## src/hdl/npps_pkg.sv

```systemverilog
// ----------------------------------------------------------------------------
// npps_pkg
// Shared types and constants of the non-preemptive priority scheduler:
// request and status codes, controller states and parameter defaults.
// ----------------------------------------------------------------------------
package npps_pkg;

  localparam int READY_DEPTH_DEF = 16;
  localparam int ID_WIDTH_DEF    = 8;
  localparam int BURST_WIDTH_DEF = 16;

  localparam logic [15:0] TIME_MAX = 16'hFFFF;

  localparam logic REQ_ADMIT = 1'b0;
  localparam logic REQ_TICK  = 1'b1;

  typedef enum logic [1:0] {
    STATUS_OK   = 2'd0,
    STATUS_FULL = 2'd1,
    STATUS_ZERO = 2'd2
  } status_t;

  typedef enum logic [1:0] {
    ST_IDLE,
    ST_SCAN,
    ST_MOVE,
    ST_TICK
  } sched_state_t;

endpackage

```

## src/hdl/nonpreemptive_priority_scheduler_unit.sv

```systemverilog
// ----------------------------------------------------------------------------
// nonpreemptive_priority_scheduler_unit
// Admit and tick without dispatch: accepted in idle, result strobed on the next cycle.
// Tick with dispatch: busy for a minimum scan over the ready entries (one table
// read per cycle), then one move per entry behind the winner, then the tick.
// The receiver cannot stall; out_valid pulses for one cycle per transfer.
// Synchronous active-low reset empties the table, idles the processor, time 0.
// ----------------------------------------------------------------------------
module nonpreemptive_priority_scheduler_unit
  import npps_pkg::*;
#(
  parameter int READY_DEPTH = READY_DEPTH_DEF,
  parameter int ID_WIDTH    = ID_WIDTH_DEF,
  parameter int BURST_WIDTH = BURST_WIDTH_DEF
) (
  input  logic        clk,
  input  logic        rst_n,
  input  logic        start,
  output logic        busy,
  input  logic        in_req_type,
  input  logic [7:0]  in_proc_id,
  input  logic [7:0]  in_prio_level,
  input  logic [15:0] in_burst_len,
  output logic        out_valid,
  output logic [1:0]  out_status,
  output logic [15:0] out_tick_time,
  output logic        out_running_valid,
  output logic [7:0]  out_running_id,
  output logic        out_first_dispatch,
  output logic        out_finished,
  output logic [16:0] out_finish_time
);

  localparam int AW = $clog2(READY_DEPTH);
  localparam int CW = $clog2(READY_DEPTH + 1);

  typedef struct packed {
    logic [ID_WIDTH-1:0]    id;
    logic [7:0]             prio;
    logic [BURST_WIDTH-1:0] burst;
  } entry_t;

  entry_t mem [READY_DEPTH];
  entry_t rd_data_r;
  logic [AW-1:0] rd_addr;
  logic          mem_we;
  logic [AW-1:0] mem_waddr;
  entry_t        mem_wdata;

  sched_state_t state_r, state_nxt;
  logic [CW-1:0]          count_r, count_nxt;
  logic                   run_active_r, run_active_nxt;
  logic [ID_WIDTH-1:0]    run_id_r, run_id_nxt;
  logic [BURST_WIDTH-1:0] run_left_r, run_left_nxt;
  logic [15:0]            time_r, time_nxt;

  logic [AW-1:0]          cmp_idx_r, cmp_idx_nxt;
  logic [AW-1:0]          best_idx_r, best_idx_nxt;
  logic [7:0]             best_prio_r, best_prio_nxt;
  logic [ID_WIDTH-1:0]    best_id_r, best_id_nxt;
  logic [BURST_WIDTH-1:0] best_burst_r, best_burst_nxt;
  logic [AW-1:0]          mv_idx_r, mv_idx_nxt;

  logic        out_valid_r, out_valid_nxt;
  logic [1:0]  out_status_r, out_status_nxt;
  logic [15:0] out_tick_time_r, out_tick_time_nxt;
  logic        out_running_valid_r, out_running_valid_nxt;
  logic [7:0]  out_running_id_r, out_running_id_nxt;
  logic        out_first_dispatch_r, out_first_dispatch_nxt;
  logic        out_finished_r, out_finished_nxt;
  logic [16:0] out_finish_time_r, out_finish_time_nxt;

  logic                      in_fire;
  logic [ID_WIDTH+7:0]       id_in_ext;
  logic [ID_WIDTH-1:0]       id_in;
  logic [BURST_WIDTH+15:0]   burst_in_ext;
  logic [BURST_WIDTH-1:0]    burst_in;
  logic [ID_WIDTH+7:0]       run_id_ext;
  logic [BURST_WIDTH-1:0]    left_dec;
  logic                      run_fin;
  logic [15:0]               time_inc;
  logic                      take;
  logic [AW-1:0]             sel_idx;
  logic [7:0]                sel_prio;
  logic [ID_WIDTH-1:0]       sel_id;
  logic [BURST_WIDTH-1:0]    sel_burst;
  logic                      scan_last;
  logic                      move_last;
  logic                      need_move;
  logic                      dispatch;

  assign busy    = (state_r != ST_IDLE);
  assign in_fire = start && !busy;

  assign id_in_ext    = {{ID_WIDTH{1'b0}}, in_proc_id};
  assign id_in        = id_in_ext[ID_WIDTH-1:0];
  assign burst_in_ext = {{BURST_WIDTH{1'b0}}, in_burst_len};
  assign burst_in     = burst_in_ext[BURST_WIDTH-1:0];
  assign run_id_ext   = {8'h00, run_id_r};

  assign left_dec = run_left_r - {{(BURST_WIDTH-1){1'b0}}, 1'b1};
  assign run_fin  = run_active_r && (left_dec == '0);
  assign time_inc = (time_r != TIME_MAX) ? time_r + 16'd1 : time_r;

  assign take      = (cmp_idx_r == '0) || (rd_data_r.prio < best_prio_r);
  assign sel_idx   = take ? cmp_idx_r       : best_idx_r;
  assign sel_prio  = take ? rd_data_r.prio  : best_prio_r;
  assign sel_id    = take ? rd_data_r.id    : best_id_r;
  assign sel_burst = take ? rd_data_r.burst : best_burst_r;
  assign scan_last = (CW'(cmp_idx_r) == count_r - CW'(1));
  assign need_move = (CW'(sel_idx) < count_r - CW'(1));
  assign move_last = (CW'(mv_idx_r) == count_r - CW'(1));
  assign dispatch  = !run_active_r && (count_r != '0);

  always_comb begin
    state_nxt = state_r;
    unique case (state_r)
      ST_IDLE: begin
        if (in_fire && (in_req_type == REQ_TICK) && dispatch) begin
          state_nxt = ST_SCAN;
        end
      end
      ST_SCAN: begin
        if (scan_last) begin
          state_nxt = need_move ? ST_MOVE : ST_TICK;
        end
      end
      ST_MOVE: begin
        if (move_last) begin
          state_nxt = ST_TICK;
        end
      end
      ST_TICK: begin
        state_nxt = ST_IDLE;
      end
      default: begin
        state_nxt = ST_IDLE;
      end
    endcase
  end

  always_comb begin
    count_nxt      = count_r;
    run_active_nxt = run_active_r;
    run_id_nxt     = run_id_r;
    run_left_nxt   = run_left_r;
    time_nxt       = time_r;
    cmp_idx_nxt    = cmp_idx_r;
    best_idx_nxt   = best_idx_r;
    best_prio_nxt  = best_prio_r;
    best_id_nxt    = best_id_r;
    best_burst_nxt = best_burst_r;
    mv_idx_nxt     = mv_idx_r;
    rd_addr        = '0;
    mem_we         = 1'b0;
    mem_waddr      = count_r[AW-1:0];
    mem_wdata      = '{id: id_in, prio: in_prio_level, burst: burst_in};

    out_valid_nxt          = 1'b0;
    out_status_nxt         = STATUS_OK;
    out_tick_time_nxt      = time_r;
    out_running_valid_nxt  = 1'b0;
    out_running_id_nxt     = 8'h00;
    out_first_dispatch_nxt = 1'b0;
    out_finished_nxt       = 1'b0;
    out_finish_time_nxt    = 17'd0;

    unique case (state_r)
      ST_IDLE: begin
        cmp_idx_nxt = '0;
        if (in_fire && (in_req_type == REQ_ADMIT)) begin
          out_valid_nxt = 1'b1;
          if (burst_in == '0) begin
            out_status_nxt = STATUS_ZERO;
          end else if (count_r == CW'(READY_DEPTH)) begin
            out_status_nxt = STATUS_FULL;
          end else begin
            mem_we    = 1'b1;
            count_nxt = count_r + CW'(1);
          end
        end else if (in_fire && !dispatch) begin
          out_valid_nxt         = 1'b1;
          time_nxt              = time_inc;
          out_running_valid_nxt = run_active_r;
          if (run_active_r) begin
            out_running_id_nxt = run_id_ext[7:0];
            run_left_nxt       = left_dec;
          end
          if (run_fin) begin
            out_finished_nxt    = 1'b1;
            out_finish_time_nxt = {1'b0, time_r} + 17'd1;
            run_active_nxt      = 1'b0;
          end
        end
      end
      ST_SCAN: begin
        best_idx_nxt   = sel_idx;
        best_prio_nxt  = sel_prio;
        best_id_nxt    = sel_id;
        best_burst_nxt = sel_burst;
        cmp_idx_nxt    = cmp_idx_r + AW'(1);
        rd_addr        = cmp_idx_r + AW'(1);
        if (scan_last) begin
          run_active_nxt = 1'b1;
          run_id_nxt     = sel_id;
          run_left_nxt   = sel_burst;
          count_nxt      = count_r - CW'(1);
          mv_idx_nxt     = sel_idx;
          rd_addr        = sel_idx + AW'(1);
        end
      end
      ST_MOVE: begin
        mem_we     = 1'b1;
        mem_waddr  = mv_idx_r;
        mem_wdata  = rd_data_r;
        mv_idx_nxt = mv_idx_r + AW'(1);
        rd_addr    = mv_idx_r + AW'(2);
      end
      ST_TICK: begin
        out_valid_nxt          = 1'b1;
        out_first_dispatch_nxt = 1'b1;
        out_running_valid_nxt  = 1'b1;
        out_running_id_nxt     = run_id_ext[7:0];
        run_left_nxt           = left_dec;
        time_nxt               = time_inc;
        if (run_fin) begin
          out_finished_nxt    = 1'b1;
          out_finish_time_nxt = {1'b0, time_r} + 17'd1;
          run_active_nxt      = 1'b0;
        end
      end
      default: begin
        out_valid_nxt = 1'b0;
      end
    endcase
  end

  always_ff @(posedge clk) begin
    if (mem_we) begin
      mem[mem_waddr] <= mem_wdata;
    end
    rd_data_r <= mem[rd_addr];
  end

  always_ff @(posedge clk) begin
    if (!rst_n) begin
      state_r      <= ST_IDLE;
      count_r      <= '0;
      run_active_r <= 1'b0;
      run_id_r     <= '0;
      run_left_r   <= '0;
      time_r       <= '0;
      out_valid_r  <= 1'b0;
    end else begin
      state_r      <= state_nxt;
      count_r      <= count_nxt;
      run_active_r <= run_active_nxt;
      run_id_r     <= run_id_nxt;
      run_left_r   <= run_left_nxt;
      time_r       <= time_nxt;
      out_valid_r  <= out_valid_nxt;
    end
  end

  always_ff @(posedge clk) begin
    cmp_idx_r            <= cmp_idx_nxt;
    best_idx_r           <= best_idx_nxt;
    best_prio_r          <= best_prio_nxt;
    best_id_r            <= best_id_nxt;
    best_burst_r         <= best_burst_nxt;
    mv_idx_r             <= mv_idx_nxt;
    out_status_r         <= out_status_nxt;
    out_tick_time_r      <= out_tick_time_nxt;
    out_running_valid_r  <= out_running_valid_nxt;
    out_running_id_r     <= out_running_id_nxt;
    out_first_dispatch_r <= out_first_dispatch_nxt;
    out_finished_r       <= out_finished_nxt;
    out_finish_time_r    <= out_finish_time_nxt;
  end

  assign out_valid          = out_valid_r;
  assign out_status         = out_status_r;
  assign out_tick_time      = out_tick_time_r;
  assign out_running_valid  = out_running_valid_r;
  assign out_running_id     = out_running_id_r;
  assign out_first_dispatch = out_first_dispatch_r;
  assign out_finished       = out_finished_r;
  assign out_finish_time    = out_finish_time_r;

`ifndef ASSERT_OFF
  a_admit_one_cycle: assert property (@(posedge clk) disable iff (!rst_n)
    (start && !busy && (in_req_type == REQ_ADMIT)) |=> out_valid)
    else $error("admit transfer without a result on the next cycle");

  a_count_bound: assert property (@(posedge clk) disable iff (!rst_n)
    count_r <= CW'(READY_DEPTH))
    else $error("ready count beyond table depth");

  a_first_runs: assert property (@(posedge clk) disable iff (!rst_n)
    (out_valid && out_first_dispatch) |-> (out_running_valid && (out_status == STATUS_OK)))
    else $error("dispatch reported without a running process");

  a_finish_time: assert property (@(posedge clk) disable iff (!rst_n)
    (out_valid && out_finished) |-> (out_finish_time == {1'b0, out_tick_time} + 17'd1))
    else $error("finish time does not follow tick time");
`endif

endmodule
```

## config.mk

```make
export PLATFORM = sky130hd
export DESIGN_NAME = nonpreemptive_priority_scheduler_unit
export DESIGN_NICKNAME = d
export VERILOG_FILES = /design/src/hdl/npps_pkg.sv /design/src/hdl/nonpreemptive_priority_scheduler_unit.sv
export SDC_FILE = /design/constraint.sdc
export NUM_CORES = 1
export LEC_CHECK = 0
export BUFFER_PORTS_ARGS = -buffer_cell sky130_fd_sc_hd__buf_4
export CAP_MARGIN = 20
export CORE_MARGIN = 4
export CORE_UTILIZATION = 55
export DETAILED_ROUTE_END_ITERATION = 12
export PLACE_DENSITY = 0.77
export SYNTH_ARGS = -nofsm -noshare
export SYNTH_HDL_FRONTEND = slang
export SYNTH_SLANG_ARGS = --single-unit
```

## constraint.sdc

```tcl
create_clock -name clk -period 3.7 [get_ports clk]
set_input_delay 0.185 -clock clk [delete_from_list [all_inputs] [get_ports clk]]
set_output_delay 0.185 -clock clk [all_outputs]
set_load 0.03 [all_outputs]
```

### After elaboration in Yosys (flattened, before gate mapping)

Memories as Yosys holds them, arrays and structs flattened. A register that Yosys moved wholly into a read port is not among the register bits.
Cells that the tools add are included.

| word-level totals | value |
|---|---|
| register bits after elaboration | 139 |
| memory bits (writable) | 512 |
| output and inout bits | 48 |
| memories kept | 1 |

Memory list:

| name | depth | bits a word | read ports | clocked after memory_dff | write ports | line | RTL |
|---|---|---|---|---|---|---|---|
| mem | 16 | 32 | 1 | 1 | 1 | nonpreemptive_priority_scheduler_unit.sv:43 | `entry_t mem [READY_DEPTH];` |

| operators by class | value |
|---|---|
| add/subtract/negate cells | 9 |
| magnitude comparators | 2 |
| equality and inequality tests | 16 |
| mux-type cells | 61 |
| bitwise logic cells | 3 |
| reductions and logical operators | 31 |

Operators with widths:

| kind | number |
|---|---|
| $mux W16 | 8 |
| $mux W17 | 3 |
| $pmux W16 S3 | 1 |
| $pmux W17 S2 | 1 |
| $logic_not A16 Y1 | 2 |
| $mux W32 | 1 |
| $mux W8 | 4 |
| $pmux W16 S2 | 1 |
| $pmux W4 S2 | 3 |
| $mux W5 | 4 |
| $mux W1 | 19 |
| $ne A2 B2 Y1 const B | 9 |
| $add A16 B1 Y17 const B | 1 |
| $add A16 B1 Y16 const B | 1 |
| $mux W4 | 4 |
| $ne A16 B16 Y1 const B | 1 |
| $pmux W8 S2 | 1 |
| $sub A16 B1 Y16 const B | 1 |
| $add A4 B1 Y4 const B | 3 |
| $eq A4 B5 Y1 | 2 |
| $pmux W5 S2 | 1 |
| $reduce_and A5 Y1 | 2 |
| $lt A8 B8 Y1 | 1 |
| $mux W2 | 4 |
| other kinds (23) | 44 |

### Longest topological paths before layout

Gate-level depths: netlist (run 1).

| depth | value |
|---|---|
| word-level depth | 8 |
| depth in mapped cells | 18 |

### Worst setup path before layout (run 1)

No wires, ideal clock.

| path | value |
|---|---|
| kind | reg2reg |
| start point | register best_prio_r[1] |
| end point | register rd_data_r[22] (netlist name) |
| library setup time | 120 ps |
| data arrival time | 3,855 ps |
| required time | 3,580 ps |
| path slack | -275 ps |
| stages on the path, launching flop included | 18 |
| clock period less this slack | 3,975 ps |
| path through | edfxtp_1 > inv_1 > ha_1 > a2111oi_2 > o311ai_2 > nand2_1 > clkbuf_1 > mux2_2 > ha_1 > a21oi_1 > mux2i_1 > and2_1 > buf_4 > a21oi_2 > clkbuf_1 > a32oi_1 > nand4b_1 > nand3_1 |

| on the way | value |
|---|---|
| longest elaborated chain between the ends | 6 |

Ends and longest elaborated chain:

| what | line | RTL |
|---|---|---|
| start: declaration | nonpreemptive_priority_scheduler_unit.sv:59 | `logic [7:0] best_prio_r, best_prio_nxt;` |
| start signal: assignment | nonpreemptive_priority_scheduler_unit.sv:268 | `best_prio_r <= best_prio_nxt;` |
| $lt A8 B8 Y1 | nonpreemptive_priority_scheduler_unit.sv:105 | `assign take = (cmp_idx_r == '0) \|\| (rd_data_r.prio < best_prio_r);` |
| $logic_or A1 B1 Y1 | nonpreemptive_priority_scheduler_unit.sv:105 |  |
| $mux W4 | nonpreemptive_priority_scheduler_unit.sv:106 | `assign sel_idx = take ? cmp_idx_r : best_idx_r;` |
| named net sel_idx[1] | nonpreemptive_priority_scheduler_unit.sv:83 | `logic [AW-1:0] sel_idx;` |
| $add A4 B1 Y4 | nonpreemptive_priority_scheduler_unit.sv:209 | `rd_addr = sel_idx + AW'(1);` |
| $mux W4 | nonpreemptive_priority_scheduler_unit.sv:203 | `if (scan_last) begin` |
| $pmux W4 S2 | nonpreemptive_priority_scheduler_unit.sv:168 | `unique case (state_r)` |

The timed path passes the listed nets, and every way through them passes these cells.
A chain may end at the register's enable or synchronous reset.

### Worst setup path in the final report (run 1)

| path | value |
|---|---|
| start point | register best_prio_r[1] |
| end point | register rd_data_r[8] (netlist name) |

| on the way | value |
|---|---|
| longest elaborated chain between the ends | 6 |

Ends and longest elaborated chain:

| what | line |
|---|---|
| $lt A8 B8 Y1 | nonpreemptive_priority_scheduler_unit.sv:105 |
| $logic_or A1 B1 Y1 | nonpreemptive_priority_scheduler_unit.sv:105 |
| $mux W4 | nonpreemptive_priority_scheduler_unit.sv:106 |
| named net sel_idx[1] | nonpreemptive_priority_scheduler_unit.sv:83 |
| $add A4 B1 Y4 | nonpreemptive_priority_scheduler_unit.sv:209 |
| $mux W4 | nonpreemptive_priority_scheduler_unit.sv:203 |
| $pmux W4 S2 | nonpreemptive_priority_scheduler_unit.sv:168 |

The timed path passes the listed nets, and every way through them passes these cells.

==> qor.txt, run 1 <==
Number of placed I/O pins - 84
Nets@finish - 2340
CTS Buf Count - 67
Worst r2r dst - rd_data_r[8]
Rows - 81
Max incr delay on CP - 0.39 ns
Register area share after synthesis - 0.696
Setup violations, final - 0
Arr. time, crit path - 4.07 ns
# clock sinks - 683
Total wire length - 71800 um
Hold path depth - 4
CP startpoint kind - register
Initial antenna violation count - 2
VDD IR max - 0.345 mV
CTS tree - built
Final Max Tran Viols - 0
# Max-Cap Violations - 0
DP HPWL - 39700 um
Kind of critical path - register to register
Syn nets - 2248
First-pass GRT wire length - 108000 um
Setup WS post-layout - 0.114 ns
Synthesized cell area - 27600 sq um
Core Area - 49400 sq um
DR iter-0 viols - 2318
H-tree depth - 3
Vias - 18700
Relative slew margins - 0.367
Worst reg-to-reg path cell count - 14
IO buf count - 83
Per-cell routed wire length - 23.9 um
Crit path max-delay family - compound AO/OA/AOI/OAI gates
CP max stage cell - mux2_2
Largest net degree at the start of global routing - 102
Setup TNS - 0 ns
Post-synth top cells - edfxtp_1, nand2_1, nand3_1, nor2_1, dfxtp_1
Die area - 53900 sq um
Hold Vio Cnt, Final - 0
First-pass iteration count of the detailed router - 7
YS warnings - 0
Clock Skew - 0.0236 ns
Fraction of registers with async set/reset - 0
Crit path buf inv count - 2
Synth-to-Final Area Change - 15.9%
P_leak - 0.0112 uW
Vias in the first global route - 18000
Dominant cells by area after synthesis - edfxtp_1, dfxtp_1, nand2_1
Fin util - 0.649
CP Data Required Time - 4.19 ns
Status - finished, final reports clean
Hold Crit Class - input port to register
FF+latch count, synth - 683
GRT Total Usage - 0.264
Worst Hold Slack - 0.0581 ns
Mean Syn Cell Area - 12.6 sq um
Primary FF master, synth - edfxtp_1
Ratio of cells with drive above 1 in the final layout - 0.158
Most common cell in the synthesized netlist - edfxtp_1
Antenna-violating nets left - 0
Starting Density - 0.560
Floorplan die height - 232 um
WHS Endpoint - out_status[0]
CTS Buffer Depth - 3
Filler cell count - 3446
Final GP Congestion - 0.876
Worst setup EP type - register
Crit-path max FO - 63
Number of synthesized flops with an enable pin - 556
Reg-to-reg slack, setup - 0.11 ns
Final Critical Period - 3.59 ns
Clock transition at path regs - 0.06 ns
Area of the multi-input gates - 7940 sq um
Least-Margin Pin Slew - 0.947 ns
Worst-Skew Late Latency - 0.61 ns
Synth unique cells - 73
DRC - 0
Top-area cell type share of the netlist area - 0.604
Root Driver - clkbuf_16
Vias per cell - 6.23
Mapped Cells - 2188
Pwr/cell area - 659 nW/um^2
Max Clk Rate - 279 MHz
Largest area contributor in the netlist - edfxtp_1
Reg area - 19200 sq um
DP Worst Slack - 0.119 ns
Hold_sp - start
R2r startpoint - best_prio_r[1]
Grt ovf - 0
Worst-path cell chain - inv_1 > ha_1 > a2111oi_4 > o311ai_2 > nand2_2 > mux2_2 > ha_1 > a21oi_1 > mux2i_2 > and2_2 > buf_12 > o21ai_0 > nand3_1 > nand3_1
Die width - 232 um
RSZ-0062 raised after global routing - true
Fin crit share - 0.969
-- power breakdown --
part / total [uW] / leakage, uW / internal, uW / switching, uW
Sequential: 9690 / 0.00606 / 9200 / 493
Combinational: 4330 / 0.00399 / 1580 / 2750
Clock: 7090 / 0.00114 / 4250 / 2840
-- flip-flops by register name, summed over array words and instances (netlist names), 5 cells and up --
signal	cells
run_id_r	8
out_finish_time	17
run_left_r	16
best_prio_r	8
out_tick_time	16
count_r	5
best_burst_r	16
best_id_r	8
out_tick_time_nxt	16
out_running_id	8
rd_data_r	32
mem	512
-- cell usage in the layout, fill, tap and decap left out, types with 10 or more instances in the layout --
cell type  count
a21oi_1       29
a31oi_1       11
a32oi_1       32
and2_1        22
and3_1        10
buf_12        33
buf_4        118
clkbuf_1      14
clkbuf_16     72
clkinv_2      12
dfxtp_1      127
edfxtp_1     556
ha_1          22
inv_1         25
mux2_2        61
mux2i_1       44
nand2_1      304
nand3_1      209
nand4b_1      32
nor2_1       163
nor2_4        18
nor3_1       112
o21ai_0      103
o21ai_1       20
xnor2_1       26
xor2_1        24
-- timing repair --
action / 4_1_cts / 5_1_grt
endpoints found under the hold margin: 9 / 0
buffers inserted: 0 / 0
setup endpoints to repair: 0 / 32
hold buffers: 3 / 0
resized for setup: 0 / 1
-- metal layers --
metal | track usage | wire [um] | vias to the layer above
met5 | 0 | 0 | -
met4 | 0.0923 | 2270 | 0
met3 | 0.0523 | 8340 | 183
met2 | 0.426 | 34200 | 1140
met1 | 0.360 | 27000 | 9171
li1 | - | - | 8206
-- worst reg2reg max path, stage by stage, from the launching register on --
cell       delay (ns)
edfxtp_1         0.36
inv_1            0.07
ha_1             0.24
a2111oi_4        0.35
o311ai_2         0.18
nand2_2          0.14
mux2_2           0.39
ha_1             0.28
a21oi_1          0.07
mux2i_2          0.26
and2_2           0.25
buf_12           0.34
o21ai_0          0.30
nand3_1          0.15
nand3_1          0.07
-- worst max path at each step --
| stage | from | end | cells after the start | slack, ns |
|---|---|---|---|---|
| finish | best_prio_r[1] | rd_data_r[8] | 14 | 0.11 |
| global route | best_prio_r[1] | rd_data_r[2] | 15 | -0.001 |
| CTS | best_prio_r[1] | rd_data_r[8] | 14 | 0.10 |
| detailed placement | best_prio_r[1] | rd_data_r[8] | 14 | 0.12 |
| global placement | best_prio_r[1] | rd_data_r[30] | 15 | 0.19 |
| floorplan | best_prio_r[1] | rd_data_r[22] | 17 | 0.009 |
-- metrics by stage --
stage,cell area (sq um),instances,total power (uW)
3_3_place_gp,29600,2871,13900
3_5_place_dp,29700,2872,14000
6_report,32000,3000,21100
2_1_floorplan,27700,2188,12500
5_1_grt,32000,2999,21900
4_1_cts,32000,2999,21100
-- cell type report --
class | instances | share of cell area
clock buffer | 92 | 0.0605
timing repair buffer | 154 | 0.0492
sequential | 683 | 0.601
antenna | 1 | 0.0000781
clock inverter | 32 | 0.0125
multi-input combinational | 1346 | 0.248
inverter | 28 | 0.00332
tap | 664 | 0.0259
-- kinds of logic after synthesis --
| kind of cell | synth area share |
|---|---|
| AND/OR/NAND/NOR | 0.156 |
| flip-flops | 0.696 |
| AO/OA/AOI/OAI | 0.0552 |
| buffers and inverters | 0.0241 |
| multiplexers | 0.0417 |
| XOR/XNOR | 0.0158 |
| adder cells (fa/ha/maj) | 0.0109 |
Note: power is estimated with default switching activity, not from simulation.
==> run 2: changes to the inputs <==
--- a/config.mk
+++ b/config.mk
@@ -7,8 +7,10 @@
 export LEC_CHECK = 0
 export BUFFER_PORTS_ARGS = -buffer_cell sky130_fd_sc_hd__buf_4
 export CAP_MARGIN = 20
+export CORE_ASPECT_RATIO = 1.1
 export CORE_MARGIN = 4
 export CORE_UTILIZATION = 55
+export CTS_BUF_LIST = sky130_fd_sc_hd__clkbuf_4
 export DETAILED_ROUTE_END_ITERATION = 12
 export PLACE_DENSITY = 0.77
 export SYNTH_ARGS = -nofsm -noshare
==> qor.txt, run 2 (synthesized netlist as in run 1, its figures left out) <==
Status - finished with violations
Failing checks - setup timing
CP startpoint kind - register
CTS Buffer Depth - 3 (unchanged)
Max reg flops - 512 (unchanged)
Ratio of cells with drive above 1 in the final layout - 0.218 (+0.0598)
CTS tree - built
Pwr/cell area - 621 nW/um^2 (-5.7%)
Floorplan die height - 243 um (+4.7%)
Least-Margin Pin Slew - 0.978 ns (+0.0305 ns)
Core Area - 49300 sq um (about the same)
Max Clk Rate - 269 MHz (-3.5%)
Vias in the first global route - 18800 (+4.4%)
H-tree depth - 4 (+1)
Synth-to-Final Area Change - 17.4%
# clock sinks - 683 (unchanged)
Die width - 222 um (-4.5%)
Grt ovf - 0 (unchanged)
Starting Density - 0.560 (about the same)
Nets@finish - 2487 (+6.3%)
Die area - 53900 sq um (about the same)
Worst-Skew Late Latency - 0.90 ns (+0.29 ns)
Setup violations, final - 2 (+2)
Per-cell routed wire length - 22.2 um (-7.3%)
CP Data Required Time - 4.47 ns (+0.28 ns)
Largest Register - mem
Final Max Tran Viols - 0 (unchanged)
Total wire length - 71100 um (-0.84%)
First-pass GRT wire length - 107000 um (-1.1%)
Antenna-violating nets left - 0 (unchanged)
Root Driver - clkbuf_4
Vias - 19200 (+2.4%)
Final GP Congestion - 0.818 (-6.6%)
Arr. time, crit path - 4.48 ns (+0.41 ns)
Fin crit share - 1.00 (+0.0348)
Most frequent cells in the layout - edfxtp_1, nand2_1, clkbuf_4
# Max-Cap Violations - 0 (unchanged)
P_leak - 0.0116 uW (+3.3%)
DP HPWL - 38800 um (-2.2%)
Hold Crit Class - input port to register
GRT Total Usage - 0.254 (-0.00948)
Fin cells - 3210 (+7.0%)
Number of placed I/O pins - 84 (unchanged)
Rows - 85 (+4.9%)
Clock Skew - 0.0481 ns (+0.0245 ns)
Kind of critical path - register to register
IO buf count - 83 (unchanged)
First-pass iteration count of the detailed router - 8 (+1)
Largest net degree at the start of global routing - 65 (-36%)
DR iter-0 viols - 2373 (+2.4%)
DRC - 0 (unchanged)
Post-Place Cells - 2867 (-0.17%)
Initial antenna violation count - 1 (-1)
Vias per cell - 5.97 (-4.3%)
Clock transition at path regs - 0.07 ns (about the same)
Setup WS post-layout - -0.0151 ns (-0.129 ns)
Hold Vio Cnt, Final - 0 (unchanged)
DP Worst Slack - -0.00814 ns (-0.127 ns)
CTS Buf Count - 161 (+140%)
Most common cell after layout, fill and taps aside - edfxtp_1
Crit-path max FO - 5 (-92%)
Final Critical Period - 3.72 ns (+0.129 ns)
VDD IR max - 0.290 mV (-16%)
Relative slew margins - 0.345 (-0.0219)
RSZ-0062 raised after global routing - true
Worst setup EP type - register
## run 2: stage by stage
stage | utilization | area (sq um) | total power [uW] | TNS [ns] | hold WS, ns
after global routing | 0.657 | 32400 | 21100 | -3.12 | 0.139
after CTS | 0.651 | 32100 | 20000 | 0 | 0.0879
after detailed placement | 0.601 | 29700 | 14000 | -0.0135 | 0.386
after floorplan | - | 27700 | 12500 | 0 | 0.261
after global placement | 0.601 | 29700 | 13800 | 0 | 0.375
final | 0.657 | 32400 | 20100 | -0.0170 | 0.150
## run 2: final cells by class
cell class | count | area (sq um)
multi-input combinational | 1346 | 8060
tap | 652 | 816
clock buffer | 238 | 1790
fill | 3440 | 16900
timing repair buffer | 207 | 2130
antenna | 1 | 2.50
inverter | 28 | 106
clock inverter | 55 | 284
sequential | 683 | 19200
## run 2: critical path, cell delays in order (launching register included)
cell	delay [ns]
edfxtp_1	0.39
inv_2	0.11
ha_4	0.22
a2111oi_4	0.51
o311ai_4	0.19
nand2_2	0.17
mux2_4	0.35
ha_4	0.27
a21oi_2	0.05
mux2i_2	0.24
nand2_2	0.15
nor3_4	0.23
buf_6	0.21
clkbuf_16	0.19
nand3_1	0.07
nand4b_1	0.11
nand3_1	0.09
## run 2: per-layer routing
layer / GRT usage / vias to the layer above / wire, um
li1: - / 8605 / -
met1: 0.324 / 9195 / 26300
met2: 0.421 / 1145 / 34600
met3: 0.0573 / 206 / 7670
met4: 0.113 / 0 / 2650
met5: 0 / - / 0
## run 2: worst paths after layout
path / start / endpoint / slack [ns] / depth (start not counted)
min: rst_n / run_left_r[14] / 0.15 / 3
max: best_prio_r[1] / rd_data_r[10] / -0.02 / 16
max reg2reg: best_prio_r[1] / rd_data_r[10] / -0.02 / 16
min reg2reg: out_tick_time_nxt[1] / out_tick_time[1] / 0.36 / 0
## run 2: power breakdown
| part | internal, uW | switching [uW] | leakage (uW) |
|---|---|---|---|
| Sequential | 9200 | 442 | 0.00606 |
| Clock | 3100 | 2880 | 0.00124 |
| Combinational | 1710 | 2820 | 0.00426 |
## run 2: repair_timing
item	in CTS	in global routing
buffers inserted	0	9
gates cloned	0	3
gates resized for setup	1	28
pin swaps	0	14
endpoints found under the hold margin	570	0
setup endpoints to repair	12	32
hold buffers	37	0
